### config.mk
export PLATFORM = sky130hd
export DESIGN_NAME = mean_box_iou_accumulator
export DESIGN_NICKNAME = d
export VERILOG_FILES = /design/src/rtl/core/mbi_pkg.sv /design/src/rtl/core/mean_box_iou_accumulator.sv /design/src/rtl/core/mbi_divider.sv /design/src/rtl/core/mbi_datapath.sv /design/src/rtl/core/mbi_ctrl.sv
export SDC_FILE = /design/constraint.sdc
export NUM_CORES = 2
export LEC_CHECK = 0
export ABC_AREA = 1
export BUFFER_PORTS_ARGS = -buffer_cell sky130_fd_sc_hd__buf_4
export CORE_MARGIN = 5
export CORE_UTILIZATION = 60
export CTS_BUF_LIST = sky130_fd_sc_hd__clkbuf_16
export DETAILED_ROUTE_END_ITERATION = 7
export PLACE_DENSITY = 0.77
export SLEW_MARGIN = 20
export SYNTH_ARGS = -nofsm -noshare
export SYNTH_HDL_FRONTEND = slang
export SYNTH_HIERARCHICAL = 1
export SYNTH_SLANG_ARGS = --single-unit
### constraint.sdc
create_clock -name clk -period 9.7 [get_ports clk]
set_input_delay 0.97 -clock clk [delete_from_list [all_inputs] [get_ports clk]]
set_output_delay 0.97 -clock clk [all_outputs]
set_load 0.005 [all_outputs]
### src/rtl/core/mbi_pkg.sv
`default_nettype none

package mbi_pkg;

    // field widths
    localparam int COORD_BITS = 16;
    localparam int COUNT_BITS = 24;
    localparam int LABEL_W    = 8;
    localparam int Q_W        = 16;
    localparam int TOTAL_W    = 24;
    localparam logic [TOTAL_W-1:0] TOTAL_MAX = {TOTAL_W{1'b1}};

    // datapath widths
    localparam int EDGE_W  = COORD_BITS + 3;
    localparam int OVL_W   = COORD_BITS + 1;
    localparam int PROD_W  = 2 * COORD_BITS;
    localparam int INTER_W = 2 * OVL_W;
    localparam int AREA_W  = 2 * COORD_BITS + 3;
    localparam int SUM_W   = COUNT_BITS + Q_W;
    localparam int DIV_W   = (AREA_W > COUNT_BITS) ? AREA_W : COUNT_BITS;
    localparam int QCNT_W  = $clog2(Q_W);
    localparam int WIDE_W  = (COUNT_BITS > TOTAL_W) ? COUNT_BITS : TOTAL_W;

    // stream widths
    localparam int IN_DATA_W  = ((8 * COORD_BITS + 7) / 8) * 8;
    localparam int OUT_DATA_W = ((Q_W + TOTAL_W + 7) / 8) * 8;

    // configuration port
    localparam int CFG_IDX_W  = 1;
    localparam int CFG_DATA_W = LABEL_W;
    localparam logic [CFG_IDX_W-1:0] REG_SKIP_NONE  = 1'd0;
    localparam logic [CFG_IDX_W-1:0] REG_SKIP_DUMMY = 1'd1;
    localparam logic [LABEL_W-1:0] SKIP_NONE_RST  = 8'd0;
    localparam logic [LABEL_W-1:0] SKIP_DUMMY_RST = 8'd255;

    // one grid cell
    typedef struct packed {
        logic signed [COORD_BITS-1:0] pred_x;
        logic signed [COORD_BITS-1:0] pred_y;
        logic        [COORD_BITS-1:0] pred_w;
        logic        [COORD_BITS-1:0] pred_h;
        logic signed [COORD_BITS-1:0] truth_x;
        logic signed [COORD_BITS-1:0] truth_y;
        logic        [COORD_BITS-1:0] truth_w;
        logic        [COORD_BITS-1:0] truth_h;
        logic        [LABEL_W-1:0]    cell_label;
        logic                         batch_end;
    } cell_t;

    // controller to datapath
    typedef struct packed {
        logic load_cell;
        logic calc_edge;
        logic calc_mul;
        logic calc_area;
        logic calc_union;
        logic div_start_iou;
        logic div_start_mean;
        logic div_step;
        logic accumulate;
        logic out_load;
    } cmd_t;

    // datapath to controller
    typedef struct packed {
        logic counted;
        logic batch_end;
        logic count_zero;
    } status_t;

endpackage

`default_nettype wire

### src/rtl/core/mean_box_iou_accumulator.sv
// mean_box_iou_accumulator: mean IoU of center-form box pairs over a batch
//
// input stream: one grid cell per word, predicted and truth boxes in tdata,
// the cell label in tuser, tlast on the last cell of a batch. cells whose
// label matches either skip register are not counted.
// output stream: one word per batch, taken on the tlast cell: mean IoU in
// Q1.15 and the number of counted cells (0 and 0 if nothing was counted).
// config port: cfg_we/cfg_index/cfg_data, write only while the block is idle.
//
// occupancy: a counted cell occupies the block through edges, three
// multiplies, area, union, 16 steps of the shared restoring divider and
// the accumulate, a skipped cell only through the edge step. no new cell
// is taken before the last one is done. on a tlast cell the same divider
// then computes sum / count unless nothing was counted.
// the result sits in an output register: the block keeps accepting cells
// while it waits; only the next batch result waits for the slot to free up.
// reset clears sum, count and handshake state and loads the skip labels
// with 0 and 255.
`default_nettype none

module mean_box_iou_accumulator import mbi_pkg::*; (
    input  wire logic                  clk,
    input  wire logic                  rst_n,
    // config write port
    input  wire logic                  cfg_we,
    input  wire logic [CFG_IDX_W-1:0]  cfg_index,
    input  wire logic [CFG_DATA_W-1:0] cfg_data,
    // cell input
    input  wire logic                  s_tvalid,
    output logic                       s_tready,
    // pred_x, pred_y, pred_w, pred_h, truth_x, truth_y, truth_w, truth_h
    input  wire logic [IN_DATA_W-1:0]  s_tdata,
    // cell_label
    input  wire logic [LABEL_W-1:0]    s_tuser,
    // batch_end
    input  wire logic                  s_tlast,
    // batch result
    output logic                       m_tvalid,
    input  wire logic                  m_tready,
    // mean_iou, object_total
    output logic [OUT_DATA_W-1:0]      m_tdata
);

    cell_t              cell_in;
    cmd_t               cmd;
    status_t            status;
    logic [Q_W-1:0]     mean_iou;
    logic [TOTAL_W-1:0] object_total;

    // unpack the input word
    always_comb
    begin
        cell_in.pred_x     = s_tdata[0*COORD_BITS +: COORD_BITS];
        cell_in.pred_y     = s_tdata[1*COORD_BITS +: COORD_BITS];
        cell_in.pred_w     = s_tdata[2*COORD_BITS +: COORD_BITS];
        cell_in.pred_h     = s_tdata[3*COORD_BITS +: COORD_BITS];
        cell_in.truth_x    = s_tdata[4*COORD_BITS +: COORD_BITS];
        cell_in.truth_y    = s_tdata[5*COORD_BITS +: COORD_BITS];
        cell_in.truth_w    = s_tdata[6*COORD_BITS +: COORD_BITS];
        cell_in.truth_h    = s_tdata[7*COORD_BITS +: COORD_BITS];
        cell_in.cell_label = s_tuser;
        cell_in.batch_end  = s_tlast;
    end

    mbi_ctrl u_ctrl (
        .clk      (clk),
        .rst_n    (rst_n),
        .s_tvalid (s_tvalid),
        .s_tready (s_tready),
        .m_tvalid (m_tvalid),
        .m_tready (m_tready),
        .status   (status),
        .cmd      (cmd)
    );

    mbi_datapath u_dp (
        .clk          (clk),
        .rst_n        (rst_n),
        .cfg_we       (cfg_we),
        .cfg_index    (cfg_index),
        .cfg_data     (cfg_data),
        .cell_in      (cell_in),
        .cmd          (cmd),
        .status       (status),
        .mean_iou     (mean_iou),
        .object_total (object_total)
    );

    // pack the result word
    assign m_tdata = OUT_DATA_W'({object_total, mean_iou});

endmodule

`default_nettype wire

### src/rtl/core/mbi_divider.sv
`default_nettype none

// restoring divider, one quotient bit per step
// needs hi < divisor so the quotient fits in Q_W bits
module mbi_divider import mbi_pkg::*; (
    input  wire logic             clk,
    input  wire logic             start,
    input  wire logic             step,
    input  wire logic [DIV_W-1:0] hi,
    input  wire logic [Q_W-1:0]   lo,
    input  wire logic [DIV_W-1:0] divisor,
    output logic      [Q_W-1:0]   quotient
);

    logic [DIV_W-1:0] rem_reg;
    logic [Q_W-1:0]   low_reg;
    logic [DIV_W-1:0] den_reg;
    logic [Q_W-1:0]   quo_reg;
    logic [DIV_W:0]   trial;
    logic [DIV_W:0]   diff;
    logic             fits;

    // shift in next dividend bit and try the subtract
    always_comb
    begin
        trial = {rem_reg, low_reg[Q_W-1]};
        diff  = trial - {1'b0, den_reg};
        fits  = trial >= {1'b0, den_reg};
    end

    always_ff @(posedge clk)
    begin
        if (start)
        begin
            rem_reg <= hi;
            low_reg <= lo;
            den_reg <= divisor;
            quo_reg <= '0;
        end
        else if (step)
        begin
            rem_reg <= fits ? diff[DIV_W-1:0] : trial[DIV_W-1:0];
            low_reg <= {low_reg[Q_W-2:0], 1'b0};
            quo_reg <= {quo_reg[Q_W-2:0], fits};
        end
    end

    assign quotient = quo_reg;

endmodule

`default_nettype wire

### src/rtl/core/mbi_datapath.sv
`default_nettype none

module mbi_datapath import mbi_pkg::*; (
    input  wire logic                  clk,
    input  wire logic                  rst_n,
    input  wire logic                  cfg_we,
    input  wire logic [CFG_IDX_W-1:0]  cfg_index,
    input  wire logic [CFG_DATA_W-1:0] cfg_data,
    input  wire cell_t                 cell_in,
    input  wire cmd_t                  cmd,
    output status_t                    status,
    output logic      [Q_W-1:0]        mean_iou,
    output logic      [TOTAL_W-1:0]    object_total
);

    logic [LABEL_W-1:0]    skip_none_reg;
    logic [LABEL_W-1:0]    skip_dummy_reg;
    cell_t                 cell_reg;
    logic [OVL_W-1:0]      ow_reg;
    logic [OVL_W-1:0]      oh_reg;
    logic [INTER_W-1:0]    inter_reg;
    logic [PROD_W-1:0]     pa_reg;
    logic [PROD_W-1:0]     ta_reg;
    logic [AREA_W-1:0]     area_reg;
    logic [AREA_W-1:0]     union_reg;
    logic [SUM_W-1:0]      sum_reg;
    logic [COUNT_BITS-1:0] count_reg;
    logic [Q_W-1:0]        mean_reg;
    logic [TOTAL_W-1:0]    total_reg;
    logic [DIV_W-1:0]      div_hi;
    logic [Q_W-1:0]        div_lo;
    logic [DIV_W-1:0]      div_den;
    logic [Q_W-1:0]        quotient;
    logic [Q_W-1:0]        iou;
    logic [WIDE_W-1:0]     count_wide;
    logic [TOTAL_W-1:0]    total_sat;
    logic                  union_zero;
    logic                  div_start;

    // overlap of two intervals at doubled coordinates
    function automatic logic [OVL_W-1:0] overlap2(
        input logic signed [COORD_BITS-1:0] c0,
        input logic        [COORD_BITS-1:0] s0,
        input logic signed [COORD_BITS-1:0] c1,
        input logic        [COORD_BITS-1:0] s1
    );
        logic signed [EDGE_W-1:0] b0;
        logic signed [EDGE_W-1:0] e0;
        logic signed [EDGE_W-1:0] b1;
        logic signed [EDGE_W-1:0] e1;
        logic signed [EDGE_W-1:0] b;
        logic signed [EDGE_W-1:0] e;
        logic signed [EDGE_W-1:0] d;
        b0 = (EDGE_W'(c0) <<< 1) - $signed(EDGE_W'(s0));
        e0 = (EDGE_W'(c0) <<< 1) + $signed(EDGE_W'(s0));
        b1 = (EDGE_W'(c1) <<< 1) - $signed(EDGE_W'(s1));
        e1 = (EDGE_W'(c1) <<< 1) + $signed(EDGE_W'(s1));
        b  = (b0 > b1) ? b0 : b1;
        e  = (e0 < e1) ? e0 : e1;
        d  = e - b;
        return (b < e) ? d[OVL_W-1:0] : '0;
    endfunction

    // skip labels
    always_ff @(posedge clk or negedge rst_n)
    begin
        if (!rst_n)
        begin
            skip_none_reg  <= SKIP_NONE_RST;
            skip_dummy_reg <= SKIP_DUMMY_RST;
        end
        else if (cfg_we)
        begin
            unique case (cfg_index)
                REG_SKIP_NONE:  skip_none_reg  <= cfg_data;
                REG_SKIP_DUMMY: skip_dummy_reg <= cfg_data;
                default: ;
            endcase
        end
    end

    // cell capture and iou pipeline steps
    always_ff @(posedge clk)
    begin
        if (cmd.load_cell)
            cell_reg <= cell_in;
        if (cmd.calc_edge)
        begin
            ow_reg <= overlap2(cell_reg.pred_x, cell_reg.pred_w,
                               cell_reg.truth_x, cell_reg.truth_w);
            oh_reg <= overlap2(cell_reg.pred_y, cell_reg.pred_h,
                               cell_reg.truth_y, cell_reg.truth_h);
        end
        if (cmd.calc_mul)
        begin
            inter_reg <= INTER_W'(ow_reg) * INTER_W'(oh_reg);
            pa_reg    <= PROD_W'(cell_reg.pred_w) * PROD_W'(cell_reg.pred_h);
            ta_reg    <= PROD_W'(cell_reg.truth_w) * PROD_W'(cell_reg.truth_h);
        end
        if (cmd.calc_area)
            area_reg <= (AREA_W'(pa_reg) << 2) + (AREA_W'(ta_reg) << 2);
        if (cmd.calc_union)
            union_reg <= area_reg - AREA_W'(inter_reg);
    end

    assign union_zero = union_reg == '0;

    // divider operands: inter*2^15 / union, or sum / count
    always_comb
    begin
        if (cmd.div_start_mean)
        begin
            div_hi  = DIV_W'(sum_reg[SUM_W-1:Q_W]);
            div_lo  = sum_reg[Q_W-1:0];
            div_den = DIV_W'(count_reg);
        end
        else
        begin
            div_hi  = DIV_W'(inter_reg[INTER_W-1:1]);
            div_lo  = {inter_reg[0], {(Q_W-1){1'b0}}};
            div_den = DIV_W'(union_reg);
        end
    end

    assign div_start = cmd.div_start_iou | cmd.div_start_mean;

    mbi_divider u_div (
        .clk      (clk),
        .start    (div_start),
        .step     (cmd.div_step),
        .hi       (div_hi),
        .lo       (div_lo),
        .divisor  (div_den),
        .quotient (quotient)
    );

    assign iou = union_zero ? '0 : quotient;

    // saturate count to the output field
    always_comb
    begin
        count_wide = WIDE_W'(count_reg);
        if (count_wide > WIDE_W'(TOTAL_MAX))
            total_sat = TOTAL_MAX;
        else
            total_sat = count_wide[TOTAL_W-1:0];
    end

    // running sum and object count
    always_ff @(posedge clk or negedge rst_n)
    begin
        if (!rst_n)
        begin
            sum_reg   <= '0;
            count_reg <= '0;
        end
        else if (cmd.out_load)
        begin
            sum_reg   <= '0;
            count_reg <= '0;
        end
        else if (cmd.accumulate)
        begin
            sum_reg   <= sum_reg + SUM_W'(iou);
            count_reg <= count_reg + 1'b1;
        end
    end

    // output word register
    always_ff @(posedge clk)
    begin
        if (cmd.out_load)
        begin
            mean_reg  <= (count_reg == '0) ? '0 : quotient;
            total_reg <= total_sat;
        end
    end

    always_comb
    begin
        status.counted    = (cell_reg.cell_label != skip_none_reg) &&
                            (cell_reg.cell_label != skip_dummy_reg) &&
                            (count_reg != {COUNT_BITS{1'b1}});
        status.batch_end  = cell_reg.batch_end;
        status.count_zero = count_reg == '0;
    end

    assign mean_iou     = mean_reg;
    assign object_total = total_reg;

endmodule

`default_nettype wire

### src/rtl/core/mbi_ctrl.sv
`default_nettype none

module mbi_ctrl import mbi_pkg::*; (
    input  wire logic    clk,
    input  wire logic    rst_n,
    input  wire logic    s_tvalid,
    output logic         s_tready,
    output logic         m_tvalid,
    input  wire logic    m_tready,
    input  wire status_t status,
    output cmd_t         cmd
);

    localparam logic [3:0] S_IDLE   = 4'd0;
    localparam logic [3:0] S_EDGE   = 4'd1;
    localparam logic [3:0] S_MUL    = 4'd2;
    localparam logic [3:0] S_AREA   = 4'd3;
    localparam logic [3:0] S_UNION  = 4'd4;
    localparam logic [3:0] S_ISTART = 4'd5;
    localparam logic [3:0] S_IDIV   = 4'd6;
    localparam logic [3:0] S_ACC    = 4'd7;
    localparam logic [3:0] S_MSTART = 4'd8;
    localparam logic [3:0] S_MDIV   = 4'd9;
    localparam logic [3:0] S_OUT    = 4'd10;

    localparam logic [QCNT_W-1:0] STEP_LAST = QCNT_W'(Q_W - 1);

    logic [3:0]        state_reg;
    logic [3:0]        state_next;
    logic [QCNT_W-1:0] step_reg;
    logic [QCNT_W-1:0] step_next;
    logic              m_valid_reg;
    logic              m_valid_next;
    logic              accept;
    logic              out_free;

    assign s_tready = state_reg == S_IDLE;
    assign accept   = s_tvalid && s_tready;
    assign out_free = !m_valid_reg || m_tready;

    // sequencer
    always_comb
    begin
        state_next = state_reg;
        step_next  = step_reg;
        cmd        = '0;
        unique case (state_reg)
            S_IDLE:
            begin
                cmd.load_cell = accept;
                if (accept)
                    state_next = S_EDGE;
            end
            S_EDGE:
            begin
                cmd.calc_edge = 1'b1;
                if (status.counted)
                    state_next = S_MUL;
                else if (!status.batch_end)
                    state_next = S_IDLE;
                else if (status.count_zero)
                    state_next = S_OUT;
                else
                    state_next = S_MSTART;
            end
            S_MUL:
            begin
                cmd.calc_mul = 1'b1;
                state_next   = S_AREA;
            end
            S_AREA:
            begin
                cmd.calc_area = 1'b1;
                state_next    = S_UNION;
            end
            S_UNION:
            begin
                cmd.calc_union = 1'b1;
                state_next     = S_ISTART;
            end
            S_ISTART:
            begin
                cmd.div_start_iou = 1'b1;
                step_next         = '0;
                state_next        = S_IDIV;
            end
            S_IDIV:
            begin
                cmd.div_step = 1'b1;
                step_next    = step_reg + 1'b1;
                if (step_reg == STEP_LAST)
                    state_next = S_ACC;
            end
            S_ACC:
            begin
                cmd.accumulate = 1'b1;
                state_next     = status.batch_end ? S_MSTART : S_IDLE;
            end
            S_MSTART:
            begin
                cmd.div_start_mean = 1'b1;
                step_next          = '0;
                state_next         = S_MDIV;
            end
            S_MDIV:
            begin
                cmd.div_step = 1'b1;
                step_next    = step_reg + 1'b1;
                if (step_reg == STEP_LAST)
                    state_next = S_OUT;
            end
            S_OUT:
            begin
                // wait for the output register to be free
                if (out_free)
                begin
                    cmd.out_load = 1'b1;
                    state_next   = S_IDLE;
                end
            end
            default:
            begin
                state_next = S_IDLE;
            end
        endcase
    end

    // output valid flag
    always_comb
    begin
        if (cmd.out_load)
            m_valid_next = 1'b1;
        else if (m_tready)
            m_valid_next = 1'b0;
        else
            m_valid_next = m_valid_reg;
    end

    always_ff @(posedge clk or negedge rst_n)
    begin
        if (!rst_n)
        begin
            state_reg   <= S_IDLE;
            step_reg    <= '0;
            m_valid_reg <= 1'b0;
        end
        else
        begin
            state_reg   <= state_next;
            step_reg    <= step_next;
            m_valid_reg <= m_valid_next;
        end
    end

    assign m_tvalid = m_valid_reg;

endmodule

`default_nettype wire

==> metrics.txt <==
# TYPE chip_impl_metric gauge
chip_impl_metric{name="largest_reg_flops",unit=""} 136
chip_impl_info{name="start_kind",value="flip-flop"} 1
chip_impl_metric{name="yosysSeqAreaShare",unit=""} 0.250
chip_impl_metric{name="syn_to_final_growth",unit="%"} 7.30
chip_impl_info{name="critical_path_s_slowest_cell",value="edfxtp_1"} 1
chip_impl_metric{name="detailroute.via_count",unit=""} 53369
chip_impl_metric{name="global_route.overflow_total",unit=""} 0
chip_impl_metric{name="fin_worst_skew",unit="ns"} 0.0561
chip_impl_metric{name="coreArea",unit="um2"} 109000
chip_impl_info{name="run_status",value="finished with violations"} 1
chip_impl_metric{name="wirelength",unit="mm"} 183
chip_impl_metric{name="timing.hold.ws",unit="ns"} 0.138
chip_impl_metric{name="gr-usage-all-layers",unit=""} 0.315
chip_impl_info{name="regToRegStartpoint",value="u_dp/cell_reg[12]$_DFFE_PP_"} 1
chip_impl_metric{name="syn_avg_cell_area",unit="um2"} 8.00
chip_impl_info{name="timing.rr.end",value="u_dp/oh_reg[14]$_SDFFCE_PN0P_"} 1
chip_impl_metric{name="highest_clock_rate",unit="MHz"} 128
chip_impl_metric{name="drt-initial-drc-count",unit=""} 4658
chip_impl_metric{name="worst-path-buf-inv",unit=""} 4
chip_impl_metric{name="worstPathRequired",unit="ns"} 10.10
chip_impl_info{name="endpoint_kind",value="flip-flop"} 1
chip_impl_metric{name="number_of_enable_type_register_cells_in_the_synthesized_netlist",unit=""} 463
chip_impl_metric{name="grt_pass1_vias",unit=""} 54201
chip_impl_info{name="synth_top_cell_by_area",value="edfxtp_1"} 1
chip_impl_metric{name="routabilityCongestion",unit=""} 0.990
chip_impl_info{name="critPathTopFamily",value="compound AO/OA/AOI/OAI gates"} 1
chip_impl_metric{name="max_slew.worst_pin.slew",unit="ns"} 1.11
chip_impl_info{name="crit_type",value="reg2reg"} 1
chip_impl_metric{name="post_cts_buffers",unit=""} 0
chip_impl_metric{name="maximum_number_of_pins_on_one_net_before_global_route_repair",unit=""} 111
chip_impl_info{name="hold_path.class",value="in2async"} 1
chip_impl_info{name="grt_setup_unrepaired",value="false"} 1
chip_impl_metric{name="ant_nets",unit=""} 0
chip_impl_metric{name="cpPeakStageDelay",unit="ns"} 0.86
chip_impl_metric{name="asyncSetResetFlopFracSynth",unit=""} 0.157
chip_impl_metric{name="tritoncts_num_sinks",unit=""} 568
chip_impl_metric{name="post_layout_nonfiller_instances",unit=""} 9701
chip_impl_metric{name="boundaryPins",unit=""} 193
chip_impl_metric{name="die_y",unit="um"} 341
chip_impl_metric{name="finalSetupViolations",unit=""} 0
chip_impl_metric{name="grt_antenna_before_repair",unit=""} 6
chip_impl_metric{name="hold_buffers",unit=""} 0
chip_impl_metric{name="drc",unit=""} 4
chip_impl_metric{name="final_hold_viol_count",unit=""} 0
chip_impl_metric{name="yosysTopAreaCellShare",unit=""} 0.211
chip_impl_metric{name="maximum_level_of_the_cts_h_tree",unit=""} 3
chip_impl_metric{name="cp.arrival",unit="ns"} 8.22
chip_impl_metric{name="ys_ff_latch",unit=""} 568
chip_impl_metric{name="netlist_instances",unit=""} 8243
chip_impl_info{name="layout.cells.most_common_list",value="nand2_1, inv_1, ha_1"} 1
chip_impl_metric{name="overall_die_area",unit="um2"} 117000
chip_impl_metric{name="drtPass1Iterations",unit=""} 8
chip_impl_info{name="synthFlopType",value="edfxtp_1"} 1
chip_impl_metric{name="finalCritPeriodShare",unit=""} 0.805
chip_impl_metric{name="core.rowCount",unit=""} 121
chip_impl_metric{name="max_cap_violations",unit=""} 0
chip_impl_info{name="layout.cells.most_common",value="nand2_1"} 1
chip_impl_metric{name="antennaDiodeCount",unit=""} 0
chip_impl_metric{name="numCtsBuffers",unit=""} 69
chip_impl_metric{name="start_util",unit=""} 0.605
chip_impl_metric{name="post_cts_resized",unit=""} 0
chip_impl_metric{name="nets_finish",unit=""} 9703
chip_impl_metric{name="clockBufferDepth",unit=""} 3
chip_impl_metric{name="maxSlewHeadroom",unit=""} 0.257
chip_impl_metric{name="reg2reg_depth",unit=""} 35
chip_impl_metric{name="clkSlewWorstSetupHoldPaths",unit="ns"} 0.06
chip_impl_metric{name="reg2reg_slack",unit="ns"} 1.89
chip_impl_metric{name="worstSkewPairLatency",unit="ns"} 0.68
chip_impl_info{name="synth.area.top_cells",value="edfxtp_1, fa_1, ha_1, nand2_1, inv_1"} 1
chip_impl_metric{name="syn_area",unit="um2"} 65900
chip_impl_info{name="clock_tree.root_cell",value="clkbuf_16"} 1
chip_impl_metric{name="dpl_cell_area",unit="um2"} 68200
chip_impl_metric{name="floorplan.die.width",unit="um"} 341
chip_impl_metric{name="dp_hpwl",unit="mm"} 147
chip_impl_info{name="path_common_cell",value="nand2_1"} 1
chip_impl_metric{name="synth_cell_type_count",unit=""} 71
chip_impl_metric{name="yosysWarningCount",unit=""} 6
chip_impl_metric{name="port_buffers",unit=""} 192
chip_impl_metric{name="vias_per_cell",unit=""} 5.50
chip_impl_info{name="tritoncts",value="yes"} 1
chip_impl_metric{name="dp.cells",unit=""} 9578
chip_impl_metric{name="totalNegativeSetupSlack",unit="ns"} 0
chip_impl_metric{name="final_max_slew_viol_count",unit=""} 0
chip_impl_metric{name="finalInstanceArea",unit="um2"} 70700
chip_impl_metric{name="wl_per_cell",unit="um"} 18.9
chip_impl_metric{name="final.min_clock_period",unit="ns"} 7.81
chip_impl_metric{name="crit_path_max_fanout",unit=""} 21
chip_impl_info{name="violations",value="DRC"} 1
chip_impl_metric{name="drive_gt1_frac",unit=""} 0.0557
chip_impl_metric{name="grt_pass1_wl",unit="mm"} 290
[Yosys cell counts (8+ instances only)]
master and instances:
inv_2 18, xnor2_1 100, o21a_1 20, or2_2 13
o21bai_1 36, nand3_2 12, ha_1 691, edfxtp_1 463
a21o_1 24, xor2_1 228, nand4_1 86, o22ai_1 14
dfxtp_1 16, nand3_1 164, nor3_1 53, nor2_2 13
o21ai_1 27, fa_1 625, o21ai_0 308, a21oi_1 415
clkbuf_1 271, o211ai_1 12, a31oi_1 33, dfstp_2 8
o2111ai_1 9, dfrtp_1 81, a221oi_1 8, a211oi_1 9
nor2_1 422, nor4_1 26, buf_2 31, nand2_1 2072
inv_1 1819, nand3b_1 10, a21boi_0 18, buf_6 9
[area by class of cell]
cell class	instances	area (um2)
Sequential cell	568	16500
Clock buffer	69	1730
Tap cell	1414	1770
Fill cell	9112	38300
Clock inverter	53	761
Timing Repair Buffer	243	1860
Multi-Input combinational cell	5515	41300
Inverter	1839	6910
[kinds of logic (layout without fill, tap and decap cells)]
group                    count (synthesis)  after routing  synth area share
AND/OR/NAND/NOR                       2893           2893             0.178
buffers and inverters                 2161           2204             0.125
adder cells (fa/ha/maj)               1316           1316             0.321
AO/OA/AOI/OAI                          976            976            0.0831
flip-flops                             568            568             0.250
XOR/XNOR                               328            328            0.0436
other                                    1              2         0.0000569
[worst max path at each step]
stage                                start                            end  slack, ns  depth (start not counted)
6_report       u_dp/cell_reg[12]$_DFFE_PP_  u_dp/oh_reg[14]$_SDFFCE_PN0P_       1.89                         35
5_1_grt        u_dp/cell_reg[92]$_DFFE_PP_  u_dp/ow_reg[16]$_SDFFCE_PN0P_       1.04                         40
4_1_cts        u_dp/cell_reg[90]$_DFFE_PP_  u_dp/ow_reg[16]$_SDFFCE_PN0P_       2.05                         37
3_5_place_dp   u_dp/cell_reg[26]$_DFFE_PP_  u_dp/ow_reg[16]$_SDFFCE_PN0P_       2.10                         38
3_3_place_gp   u_dp/cell_reg[74]$_DFFE_PP_  u_dp/oh_reg[14]$_SDFFCE_PN0P_       2.20                         35
2_1_floorplan                     s_tvalid   u_dp/cell_reg[100]$_DFFE_PP_       2.40                          2
[stage by stage]
stage / utilization / setup WS (ns)
finish: 0.649 / 1.89
global route: 0.649 / 1.04
CTS: 0.649 / 2.05
detailed placement: 0.626 / 2.10
global placement: 0.626 / 2.20
floorplan: - / 2.40
[per-layer routing]
layer	share of wire	GRT usage	vias to the layer above
met3	0.071	0.0449	455
met4	0.058	0.152	2
met5	0.00011	0	-
met2	0.47	0.530	2068
met1	0.40	0.402	25401
li1	-	-	25443
Power is left out: the tool's default activity adds up to more than one toggle a clock period on the data nets, which glitch-free logic cannot reach.
